### config.mk
export PLATFORM = sky130hd
export DESIGN_NAME = ts_packet_pid_demux
export DESIGN_NICKNAME = d
export VERILOG_FILES = /design/src/hw/rtl/ts_demux_pkg.sv /design/src/hw/rtl/ts_demux_front.sv /design/src/hw/rtl/ts_demux_queue.sv /design/src/hw/rtl/ts_demux_back.sv /design/src/hw/rtl/ts_packet_pid_demux.sv
export VERILOG_INCLUDE_DIRS = /design/src /design/src/hw/rtl
export SDC_FILE = /design/constraint.sdc
export NUM_CORES = 1
export LEC_CHECK = 0
export ABC_AREA = 1
export BUFFER_PORTS_ARGS = -buffer_cell sky130_fd_sc_hd__buf_2
export CAP_MARGIN = 20
export CELL_PAD_IN_SITES_DETAIL_PLACEMENT = 0
export CELL_PAD_IN_SITES_GLOBAL_PLACEMENT = 1
export CORE_AREA = 2 2 228 230
export CTS_CLUSTER_DIAMETER = 40
export CTS_CLUSTER_SIZE = 10
export DETAILED_ROUTE_END_ITERATION = 8
export DIE_AREA = 0 0 230 232
export PLACE_DENSITY_LB_ADDON = 0.08
export SLEW_MARGIN = 20
export SYNTH_ARGS = -nofsm -noshare
export SYNTH_HDL_FRONTEND = slang
export SYNTH_SLANG_ARGS = --single-unit
### constraint.sdc
create_clock -name clk_i -period 15.05 [get_ports clk_i]
set_clock_uncertainty 0.05 [all_clocks]
set_input_delay 3.01 -clock clk_i [delete_from_list [all_inputs] [get_ports clk_i]]
set_output_delay 3.01 -clock clk_i [all_outputs]
set_load 0.02 [all_outputs]
### src/hw/rtl/assert_macros.svh
// ----------------------------------------------------------------------------
// assert_macros.svh
// assertion helpers used by the top rtl file of the pid demux
// ----------------------------------------------------------------------------
`ifndef ASSERT_MACROS_SVH
`define ASSERT_MACROS_SVH

// property checked at every rising clock edge outside reset
`define TS_ASSERT(lbl, clk, rstn, prop, msg) \
  lbl: assert property (@(posedge clk) disable iff (!rstn) (prop)) else $error(msg);

// condition that must never be seen outside reset
`define TS_ASSERT_NEVER(lbl, clk, rstn, cond, msg) \
  `TS_ASSERT(lbl, clk, rstn, !(cond), msg)

`endif

### src/hw/rtl/ts_demux_pkg.sv
// ----------------------------------------------------------------------------
// ts_demux_pkg
// types and constants of the transport stream pid demux
// ----------------------------------------------------------------------------
package ts_demux_pkg;

  localparam int unsigned PacketBytes = 188;
  localparam int unsigned NumStreams  = 4;
  localparam int unsigned RouteRegs   = 4;

  localparam logic [7:0]  SyncByte    = 8'h47;
  localparam logic [41:0] PcrScale    = 42'd300;
  localparam int unsigned FlagAdapt   = 5;
  localparam int unsigned FlagPayload = 4;
  localparam int unsigned AfPcr       = 4;

  localparam int unsigned PidW   = 13;
  localparam int unsigned IdxW   = 2;
  localparam int unsigned ClkW   = 42;
  localparam int unsigned BaseW  = 33;
  localparam int unsigned ExtW   = 9;
  localparam int unsigned CfgW   = 13;
  localparam int unsigned EnW    = 4;

  localparam int unsigned OutDataW  = IdxW + 8 + PidW + ClkW;
  localparam int unsigned OutTdataW = ((OutDataW + 7) / 8) * 8;

  localparam int unsigned QueueDepth = 4;
  localparam int unsigned QueuePtrW  = $clog2(QueueDepth);
  localparam int unsigned QueueCntW  = $clog2(QueueDepth + 1);

  typedef logic [PidW-1:0] pid_t;
  typedef pid_t route_arr_t [RouteRegs];

  localparam route_arr_t RouteReset = '{13'h039, 13'h040, 13'h041, 13'h042};
  localparam logic [EnW-1:0] EnableReset = 4'hF;

  typedef enum logic [2:0] {
    RegRouteA = 3'd0,
    RegRouteB = 3'd1,
    RegRouteC = 3'd2,
    RegRouteD = 3'd3,
    RegEnable = 3'd4
  } ts_reg_e;

  typedef enum logic [1:0] {
    KindPayload = 2'd0,
    KindPcr     = 2'd1,
    KindSync    = 2'd2
  } ts_kind_e;

  // one classified request from the parser to the output side
  typedef struct packed {
    ts_kind_e          kind;
    logic [IdxW-1:0]   stream_index;
    logic [7:0]        payload_byte;
    logic              last_of_packet;
    pid_t              packet_pid;
    logic [BaseW-1:0]  pcr_base;
    logic [ExtW-1:0]   pcr_ext;
  } ts_req_t;

  typedef struct packed {
    logic full;
    logic empty;
  } ts_q_stat_t;

endpackage

### src/hw/rtl/ts_demux_front.sv
// ----------------------------------------------------------------------------
// ts_demux_front
// packet parser: sync check, pid match, pcr capture and payload selection
// ----------------------------------------------------------------------------
module ts_demux_front (
  input  logic                          clk_i,
  input  logic                          rst_ni,
  input  logic                          cfg_we_i,
  input  logic [2:0]                    cfg_idx_i,
  input  logic [ts_demux_pkg::CfgW-1:0] cfg_wdata_i,
  input  logic                          in_valid_i,
  output logic                          in_ready_o,
  input  logic [7:0]                    in_byte_i,
  input  logic                          in_start_i,
  input  ts_demux_pkg::ts_q_stat_t      q_stat_i,
  output logic                          push_o,
  output ts_demux_pkg::ts_req_t         push_req_o
);

  ts_demux_pkg::route_arr_t             route_q;
  logic [ts_demux_pkg::EnW-1:0]         enable_q;

  logic [7:0]                           pos_q, pos_d;
  ts_demux_pkg::pid_t                   pid_q, pid_d;
  logic [7:0]                           flags_q, flags_d;
  logic [7:0]                           alen_q, alen_d;
  logic [ts_demux_pkg::IdxW-1:0]        midx_q, midx_d;
  logic                                 hit_q, hit_d;
  logic                                 drop_q, drop_d;
  logic [47:0]                          shift_q, shift_d;
  logic                                 pcr_q, pcr_d;

  logic                                 accept;
  logic                                 adapt;
  logic [8:0]                           pay_start;
  ts_demux_pkg::pid_t                   new_pid;
  logic                                 found;
  logic [ts_demux_pkg::IdxW-1:0]        found_idx;
  logic [47:0]                          shift_next;

  assign in_ready_o = !q_stat_i.full;
  assign accept     = in_valid_i && in_ready_o;

  always_ff @(posedge clk_i or negedge rst_ni) begin
    if (!rst_ni) begin
      route_q  <= ts_demux_pkg::RouteReset;
      enable_q <= ts_demux_pkg::EnableReset;
    end else if (cfg_we_i) begin
      unique case (cfg_idx_i)
        ts_demux_pkg::RegRouteA,
        ts_demux_pkg::RegRouteB,
        ts_demux_pkg::RegRouteC,
        ts_demux_pkg::RegRouteD: route_q[cfg_idx_i[1:0]] <= cfg_wdata_i;
        ts_demux_pkg::RegEnable: enable_q <= cfg_wdata_i[ts_demux_pkg::EnW-1:0];
        default: ;
      endcase
    end
  end

  // pid match, lowest entry wins
  assign new_pid = {pid_q[12:8], in_byte_i};
  always_comb begin
    found     = 1'b0;
    found_idx = '0;
    for (int i = 0; i < ts_demux_pkg::NumStreams; i++) begin
      if (!found && enable_q[i] && (route_q[i] == new_pid)) begin
        found     = 1'b1;
        found_idx = ts_demux_pkg::IdxW'(i);
      end
    end
  end

  assign adapt      = flags_q[ts_demux_pkg::FlagAdapt];
  assign pay_start  = adapt ? (9'd5 + {1'b0, alen_q}) : 9'd4;
  assign shift_next = {shift_q[39:0], in_byte_i};

  always_comb begin
    pos_d      = pos_q;
    pid_d      = pid_q;
    flags_d    = flags_q;
    alen_d     = alen_q;
    midx_d     = midx_q;
    hit_d      = hit_q;
    drop_d     = drop_q;
    shift_d    = shift_q;
    pcr_d      = pcr_q;
    push_o     = 1'b0;
    push_req_o = '0;
    push_req_o.kind = ts_demux_pkg::KindPayload;
    if (accept) begin
      if (in_start_i) begin
        pos_d   = '0;
        pid_d   = '0;
        flags_d = '0;
        alen_d  = '0;
        midx_d  = '0;
        hit_d   = 1'b0;
        shift_d = '0;
        pcr_d   = 1'b0;
        drop_d  = (in_byte_i != ts_demux_pkg::SyncByte);
        if (drop_d) begin
          push_o          = 1'b1;
          push_req_o.kind = ts_demux_pkg::KindSync;
        end else begin
          pos_d = 8'd1;
        end
      end else if (!drop_q && (pos_q < 8'(ts_demux_pkg::PacketBytes))) begin
        pos_d = pos_q + 8'd1;
        priority if (pos_q == 8'd1) begin
          pid_d = {in_byte_i[4:0], 8'h00};
        end else if (pos_q == 8'd2) begin
          pid_d  = new_pid;
          hit_d  = found;
          midx_d = found_idx;
        end else if (pos_q == 8'd3) begin
          flags_d = in_byte_i;
        end else if (adapt && (pos_q == 8'd4)) begin
          alen_d = in_byte_i;
        end else if ({1'b0, pos_q} >= pay_start) begin
          if (flags_q[ts_demux_pkg::FlagPayload] && hit_q) begin
            push_o                    = 1'b1;
            push_req_o.kind           = ts_demux_pkg::KindPayload;
            push_req_o.stream_index   = midx_q;
            push_req_o.payload_byte   = in_byte_i;
            push_req_o.last_of_packet =
              (pos_q == 8'(ts_demux_pkg::PacketBytes - 1));
            push_req_o.packet_pid     = pid_q;
          end
        end else if (pos_q == 8'd5) begin
          pcr_d = in_byte_i[ts_demux_pkg::AfPcr] && (alen_q >= 8'd7);
        end else if (pcr_q && (pos_q >= 8'd6) && (pos_q <= 8'd11)) begin
          shift_d = shift_next;
          if (pos_q == 8'd11) begin
            push_o                  = 1'b1;
            push_req_o.kind         = ts_demux_pkg::KindPcr;
            push_req_o.stream_index = hit_q ? midx_q : '0;
            push_req_o.packet_pid   = pid_q;
            push_req_o.pcr_base     = shift_next[47:15];
            push_req_o.pcr_ext      = shift_next[8:0];
          end
        end else begin
        end
      end
    end
  end

  always_ff @(posedge clk_i or negedge rst_ni) begin
    if (!rst_ni) begin
      pos_q   <= '0;
      pid_q   <= '0;
      flags_q <= '0;
      alen_q  <= '0;
      midx_q  <= '0;
      hit_q   <= 1'b0;
      drop_q  <= 1'b1;
      shift_q <= '0;
      pcr_q   <= 1'b0;
    end else begin
      pos_q   <= pos_d;
      pid_q   <= pid_d;
      flags_q <= flags_d;
      alen_q  <= alen_d;
      midx_q  <= midx_d;
      hit_q   <= hit_d;
      drop_q  <= drop_d;
      shift_q <= shift_d;
      pcr_q   <= pcr_d;
    end
  end

endmodule

### src/hw/rtl/ts_demux_queue.sv
// ----------------------------------------------------------------------------
// ts_demux_queue
// short request queue between parser and output stage
// ----------------------------------------------------------------------------
module ts_demux_queue (
  input  logic                     clk_i,
  input  logic                     rst_ni,
  input  logic                     push_i,
  input  ts_demux_pkg::ts_req_t    push_req_i,
  input  logic                     pop_i,
  output ts_demux_pkg::ts_req_t    pop_req_o,
  output ts_demux_pkg::ts_q_stat_t stat_o
);

  ts_demux_pkg::ts_req_t                 entry_q [ts_demux_pkg::QueueDepth];
  logic [ts_demux_pkg::QueuePtrW-1:0]    wr_ptr_q, rd_ptr_q;
  logic [ts_demux_pkg::QueueCntW-1:0]    count_q;
  logic                                  do_push, do_pop;

  assign stat_o.full  = (count_q == ts_demux_pkg::QueueCntW'(ts_demux_pkg::QueueDepth));
  assign stat_o.empty = (count_q == '0);
  assign do_push      = push_i && !stat_o.full;
  assign do_pop       = pop_i && !stat_o.empty;
  assign pop_req_o    = entry_q[rd_ptr_q];

  function automatic logic [ts_demux_pkg::QueuePtrW-1:0] ptr_inc(
    input logic [ts_demux_pkg::QueuePtrW-1:0] p
  );
    if (p == ts_demux_pkg::QueuePtrW'(ts_demux_pkg::QueueDepth - 1)) begin
      return '0;
    end
    return p + 1'b1;
  endfunction

  always_ff @(posedge clk_i) begin
    if (do_push) begin
      entry_q[wr_ptr_q] <= push_req_i;
    end
  end

  always_ff @(posedge clk_i or negedge rst_ni) begin
    if (!rst_ni) begin
      wr_ptr_q <= '0;
      rd_ptr_q <= '0;
      count_q  <= '0;
    end else begin
      if (do_push) begin
        wr_ptr_q <= ptr_inc(wr_ptr_q);
      end
      if (do_pop) begin
        rd_ptr_q <= ptr_inc(rd_ptr_q);
      end
      unique case ({do_push, do_pop})
        2'b10:   count_q <= count_q + 1'b1;
        2'b01:   count_q <= count_q - 1'b1;
        default: count_q <= count_q;
      endcase
    end
  end

endmodule

### src/hw/rtl/ts_demux_back.sv
// ----------------------------------------------------------------------------
// ts_demux_back
// output stage: pcr scaling and registered result stream
// ----------------------------------------------------------------------------
module ts_demux_back (
  input  logic                               clk_i,
  input  logic                               rst_ni,
  input  ts_demux_pkg::ts_q_stat_t           q_stat_i,
  input  ts_demux_pkg::ts_req_t              req_i,
  output logic                               pop_o,
  output logic                               out_valid_o,
  input  logic                               out_ready_i,
  output logic [ts_demux_pkg::OutTdataW-1:0] out_data_o,
  output logic [1:0]                         out_user_o,
  output logic                               out_last_o
);

  logic                             valid_q;
  ts_demux_pkg::ts_kind_e           kind_q;
  logic [ts_demux_pkg::IdxW-1:0]    idx_q;
  logic [7:0]                       byte_q;
  logic                             last_q;
  ts_demux_pkg::pid_t               pid_q;
  logic [ts_demux_pkg::ClkW-1:0]    clk_ref_q, clk_ref_d;

  assign pop_o     = !q_stat_i.empty && (!valid_q || out_ready_i);
  assign clk_ref_d = ts_demux_pkg::ClkW'(req_i.pcr_base) * ts_demux_pkg::PcrScale
                   + ts_demux_pkg::ClkW'(req_i.pcr_ext);

  always_ff @(posedge clk_i or negedge rst_ni) begin
    if (!rst_ni) begin
      valid_q <= 1'b0;
    end else if (!valid_q || out_ready_i) begin
      valid_q <= !q_stat_i.empty;
    end
  end

  always_ff @(posedge clk_i) begin
    if (pop_o) begin
      kind_q    <= req_i.kind;
      idx_q     <= req_i.stream_index;
      byte_q    <= req_i.payload_byte;
      last_q    <= req_i.last_of_packet;
      pid_q     <= req_i.packet_pid;
      clk_ref_q <= clk_ref_d;
    end
  end

  assign out_valid_o = valid_q;
  assign out_user_o  = kind_q;
  assign out_last_o  = last_q;
  assign out_data_o  = {{(ts_demux_pkg::OutTdataW - ts_demux_pkg::OutDataW){1'b0}},
                        clk_ref_q, pid_q, byte_q, idx_q};

endmodule

### src/hw/rtl/ts_packet_pid_demux.sv
// ----------------------------------------------------------------------------
// ts_packet_pid_demux
// transport stream pid filter and demux with pcr extraction
// ----------------------------------------------------------------------------
// input stream: one packet byte per request on s_axis, tuser set on the first
// byte of each packet. output stream: one request per payload byte of a routed
// packet, per pcr found in an adaptation field, and per bad sync byte; tuser
// carries the kind, tlast marks the final byte of a packet.
// routing pids and the enable mask are written through cfg_we_i/cfg_idx_i/
// cfg_wdata_i; the user must write them only while the stream is idle, which the
// block itself does not enforce. indexes beyond the enable register are ignored.
// throughput is one byte per cycle while the request queue is not full.
// a result reaches m_axis through the request queue and the output register: the
// parser writes it into the four-entry request queue when its byte is accepted,
// and the output register, where the pcr is scaled by 300, then takes it from the queue.
// when the receiver stalls the queue fills and s_axis_tready drops once it
// holds four requests; nothing is lost.
// reset empties the queue, loads the default routing pids 0x39, 0x40, 0x41 and
// 0x42 with all entries enabled, and ignores bytes until the first packet start.
// ----------------------------------------------------------------------------
`include "assert_macros.svh"

module ts_packet_pid_demux (
  input  logic                               clk_i,
  input  logic                               rst_ni,
  input  logic                               cfg_we_i,
  input  logic [2:0]                         cfg_idx_i,
  input  logic [ts_demux_pkg::CfgW-1:0]      cfg_wdata_i,
  input  logic                               s_axis_tvalid,
  output logic                               s_axis_tready,
  // data_byte
  input  logic [7:0]                         s_axis_tdata,
  // packet_start
  input  logic                               s_axis_tuser,
  output logic                               m_axis_tvalid,
  input  logic                               m_axis_tready,
  // stream_index, payload_byte, packet_pid, clock_reference, zero fill
  output logic [ts_demux_pkg::OutTdataW-1:0] m_axis_tdata,
  // kind
  output logic [1:0]                         m_axis_tuser,
  // last_of_packet
  output logic                               m_axis_tlast
);

  logic                     push, pop;
  ts_demux_pkg::ts_req_t    push_req, pop_req;
  ts_demux_pkg::ts_q_stat_t q_stat;

  ts_demux_front u_front (
    .clk_i       (clk_i),
    .rst_ni      (rst_ni),
    .cfg_we_i    (cfg_we_i),
    .cfg_idx_i   (cfg_idx_i),
    .cfg_wdata_i (cfg_wdata_i),
    .in_valid_i  (s_axis_tvalid),
    .in_ready_o  (s_axis_tready),
    .in_byte_i   (s_axis_tdata),
    .in_start_i  (s_axis_tuser),
    .q_stat_i    (q_stat),
    .push_o      (push),
    .push_req_o  (push_req)
  );

  ts_demux_queue u_queue (
    .clk_i      (clk_i),
    .rst_ni     (rst_ni),
    .push_i     (push),
    .push_req_i (push_req),
    .pop_i      (pop),
    .pop_req_o  (pop_req),
    .stat_o     (q_stat)
  );

  ts_demux_back u_back (
    .clk_i       (clk_i),
    .rst_ni      (rst_ni),
    .q_stat_i    (q_stat),
    .req_i       (pop_req),
    .pop_o       (pop),
    .out_valid_o (m_axis_tvalid),
    .out_ready_i (m_axis_tready),
    .out_data_o  (m_axis_tdata),
    .out_user_o  (m_axis_tuser),
    .out_last_o  (m_axis_tlast)
  );

  `TS_ASSERT_NEVER(a_push_full, clk_i, rst_ni, push && q_stat.full, "request pushed into full queue")
  `TS_ASSERT(a_clk_zero, clk_i, rst_ni, (m_axis_tvalid && (m_axis_tuser != ts_demux_pkg::KindPcr)) |-> (m_axis_tdata[64:23] == '0), "clock reference set outside pcr report")
  `TS_ASSERT(a_last_payload, clk_i, rst_ni, (m_axis_tvalid && m_axis_tlast) |-> (m_axis_tuser == ts_demux_pkg::KindPayload), "last marker on non-payload result")
  `TS_ASSERT(a_pop_hold, clk_i, rst_ni, (m_axis_tvalid && !m_axis_tready) |-> !pop, "queue popped while output stalled")

endmodule

==> results.ini <==
[worst_setup_path]
arrival_ns=7.43
crit_buf_inv=5
worstPathRequired_ns=15.35
cpMostUsedCell=nand2_1
critical_path_class=reg2reg
critPathMaxFanout=59
max_stage_delay_ns=0.91
critPathCaptureType=register
crit_slowest_cell=inv_2
cp-start-kind=register
cp_top_family=adder cells

[placed_design]
gp_congestion=0.9160
dpl_cell_area_um2=27870
port_buffers=99
hpwl_um=46400

[logic_synthesis]
synth_top_family_by_area=simple AND/OR/NAND/NOR gates
synth_compound_area_share_pct=9.295
postSynthAreaPerCell_um2=9.331
yosys.area.top_type=edfxtp_1
ys_warn_count=0
synthAdderAreaFrac_pct=10.84
synth_top_area_share_pct=38.15
synth_cell_types=58
syn-cell-area_um2=26760
synth-seq-cells=480
synth-async-reset-ratio_pct=29.17
synth_area_leaders=edfxtp_1 38%, dfrtp_1 12%, nand2_1 8.4%, ha_1 6.5%, inv_1 6.2%
synth-simple-area-share_pct=18.89
yosysSeqAreaShare_pct=51.31
synth_xor_area_share_pct=1.636
synthMuxAreaShare_pct=0
synthFlopType=edfxtp_1
post_synth_inst_count=2868
synth-edff-count=340

[timing]
fin_setup_tns_ns=0
setup_viol_count_final=0
worst-slew-pin-transition_ns=1.088
period_share_pct=47.41
rsz0062_at_grt=no
hold_viol_final=0
slew_headroom_pct=27.45
slew_violations=0
fmaxAchievable_ghz=0.1402
fin_crit_ns=7.135

[floorplan]
die_w_um=230
core_um2=50890
die_y_um=232
die_area_um2=53360
start_util_pct=52.59
num_rows=83
ios=107

[detailed_routing]
wl_per_cell_um=17.72
vias=19800
wl_um=65460
drt_iter0_drc=1556
vias_per_cell=5.361
first_pass_iters=5
drc=0
ant_nets=0

[global_routing]
grt_max_degree=118
grt_pass1_wl_um=104500
antenna_found_initial=1
grt_pass1_vias=19290
met1_usage_pct=36.83
busiest_layer=met2
overflow=0
grtUsageTotal_pct=25.02
met3_usage_pct=4.236
grtUsageMet2_pct=38.22

[clock_network]
clock-sinks=480
holdBufCountCts=0
postCtsSetupBuffers=0
clkTransAtPathRegs_ns=0.06
cts_made_buffers=71
clk_path_buf_depth=3
htree_levels=3
clk_latency_ns=0.62
cts_root_buffer=clkbuf_16
post_cts_resized=0
cts_tree=built

[layout]
diodes=0
nNetsFinal=3192
final_common_cell=nand2_1
drive_above_1_share_pct=10.95
layout_common_cells=598 x nand2_1, 443 x inv_1, 340 x edfxtp_1, 226 x o21ai_0, 202 x nor2_1
stdcell_area_um2=30260
area_delta_synth_final_pct=13.08

[run]
drv_cap=0

[status]
status=complete, no violations

[min_path]
hp-class=reg2reg

stage by stage:
step	hold slack, ns	utilization, %	cells	setup slack, ns
final	0.4344	59.47	3693	7.915
after global routing	0.4509	59.47	3693	7.370
after CTS	0.4343	59.45	3693	7.897
after detailed placement	0.4193	54.78	3572	7.964
after global placement	0.4088	54.78	3572	7.968
after floorplan	0.3911	-	2874	6.825
worst register-to-register path: stages (launching register included):
cell     delay (ns)
dfrtp_2        0.73
inv_2          0.91
buf_4          0.57
o21ai_0        0.23
o22ai_1        0.39
ha_1           0.31
ha_1           0.28
inv_1          0.05
fa_1           0.45
fa_1           0.51
inv_1          0.04
ha_1           0.37
nand2_1        0.15
nor2_2         0.21
nand2_1        0.11
nand2_2        0.10
nand2_1        0.09
nand2_2        0.11
nand2_1        0.11
nand2_1        0.11
nand2_1        0.06
nand2_1        0.20
nand2_1        0.09
nor2_1         0.14
nand2_1        0.12
nor2_2         0.11
xor2_1         0.19
inv_1          0.06
path summary, 6_finish.rpt:
path / start / end / slack (ns) / cells after the start
worst min register to register: u_front.midx_q[0]$_DFFE_PN0P_ / u_front.midx_q[0]$_DFFE_PN0P_ / 0.43 / 2
worst max-delay path: u_queue.rd_ptr_q[1]$_DFFE_PN0P_ / u_back.clk_ref_q[33]$_DFFE_PP_ / 7.92 / 27
min in group asynchronous: rst_ni / u_front.route_q[28]$_DFFE_PN0P_ / 2.34 / 1
worst max register to register: u_queue.rd_ptr_q[1]$_DFFE_PN0P_ / u_back.clk_ref_q[33]$_DFFE_PP_ / 7.92 / 27
worst min-delay path: u_front.midx_q[0]$_DFFE_PN0P_ / u_front.midx_q[0]$_DFFE_PN0P_ / 0.43 / 2
max in group asynchronous: rst_ni / u_front.shift_q[25]$_DFFE_PN0P_ / 11.44 / 2
Yosys cell counts, types with 7 or more instances:
library cell	instances
dfrtp_1	126
nand2_2	27
o21ai_0	226
inv_1	445
buf_1	7
nand4_1	32
dfstp_2	14
ha_1	139
a32oi_1	33
o22ai_1	51
edfxtp_1	340
nor2_1	206
o21bai_1	8
fa_1	58
buf_2	10
clkbuf_1	64
a21oi_1	73
buf_4	11
xor2_1	42
a211oi_1	7
inv_2	11
nor3_1	79
nand3_1	142
nor2_2	21
nand2_1	598
nand3_2	9
xnor2_1	8
routing by layer:
layer | routed length (um) | vias to the layer above
met3 | 4063 | 85
met4 | 1227 | 0
met1 | 31150 | 9424
met2 | 29020 | 532
met5 | 0 | -
li1 | - | 9756
registers in the layout, summed over array words and instances, names as in the netlist, 8 cells and up:
signal and flops:
u_queue.entry_q 272, u_front.route_q 52, u_back.clk_ref_q 42, u_front.shift_q 40, u_back.pid_q 13, u_front.pid_q 13
u_back.byte_q 8, u_front.alen_q 8, u_front.pos_q 8
cell type report:
type | instances | area (um^2)
Sequential cell | 480 | 13740
Clock inverter | 32 | 494.2
Tap cell | 680 | 850.8
Fill cell | 4446 | 20630
Inverter | 458 | 1720
Multi-Input combinational cell | 1840 | 10950
Timing Repair Buffer | 114 | 621.8
Clock buffer | 89 | 1884
kinds of logic (layout without fill, tap and decap cells):
logic type	count (synthesis)	count (layout)
other	1	7
xor gates and xnor gates	50	50
buffers and inverters	554	693
AOI/OAI and AO/OA	434	434
and+or+nand+nor	1152	1152
DFF	480	480
adders and majority gates	197	197
Power is not shown: default switching activity piles up to over one toggle a cycle in this logic, so the estimate is an artifact.
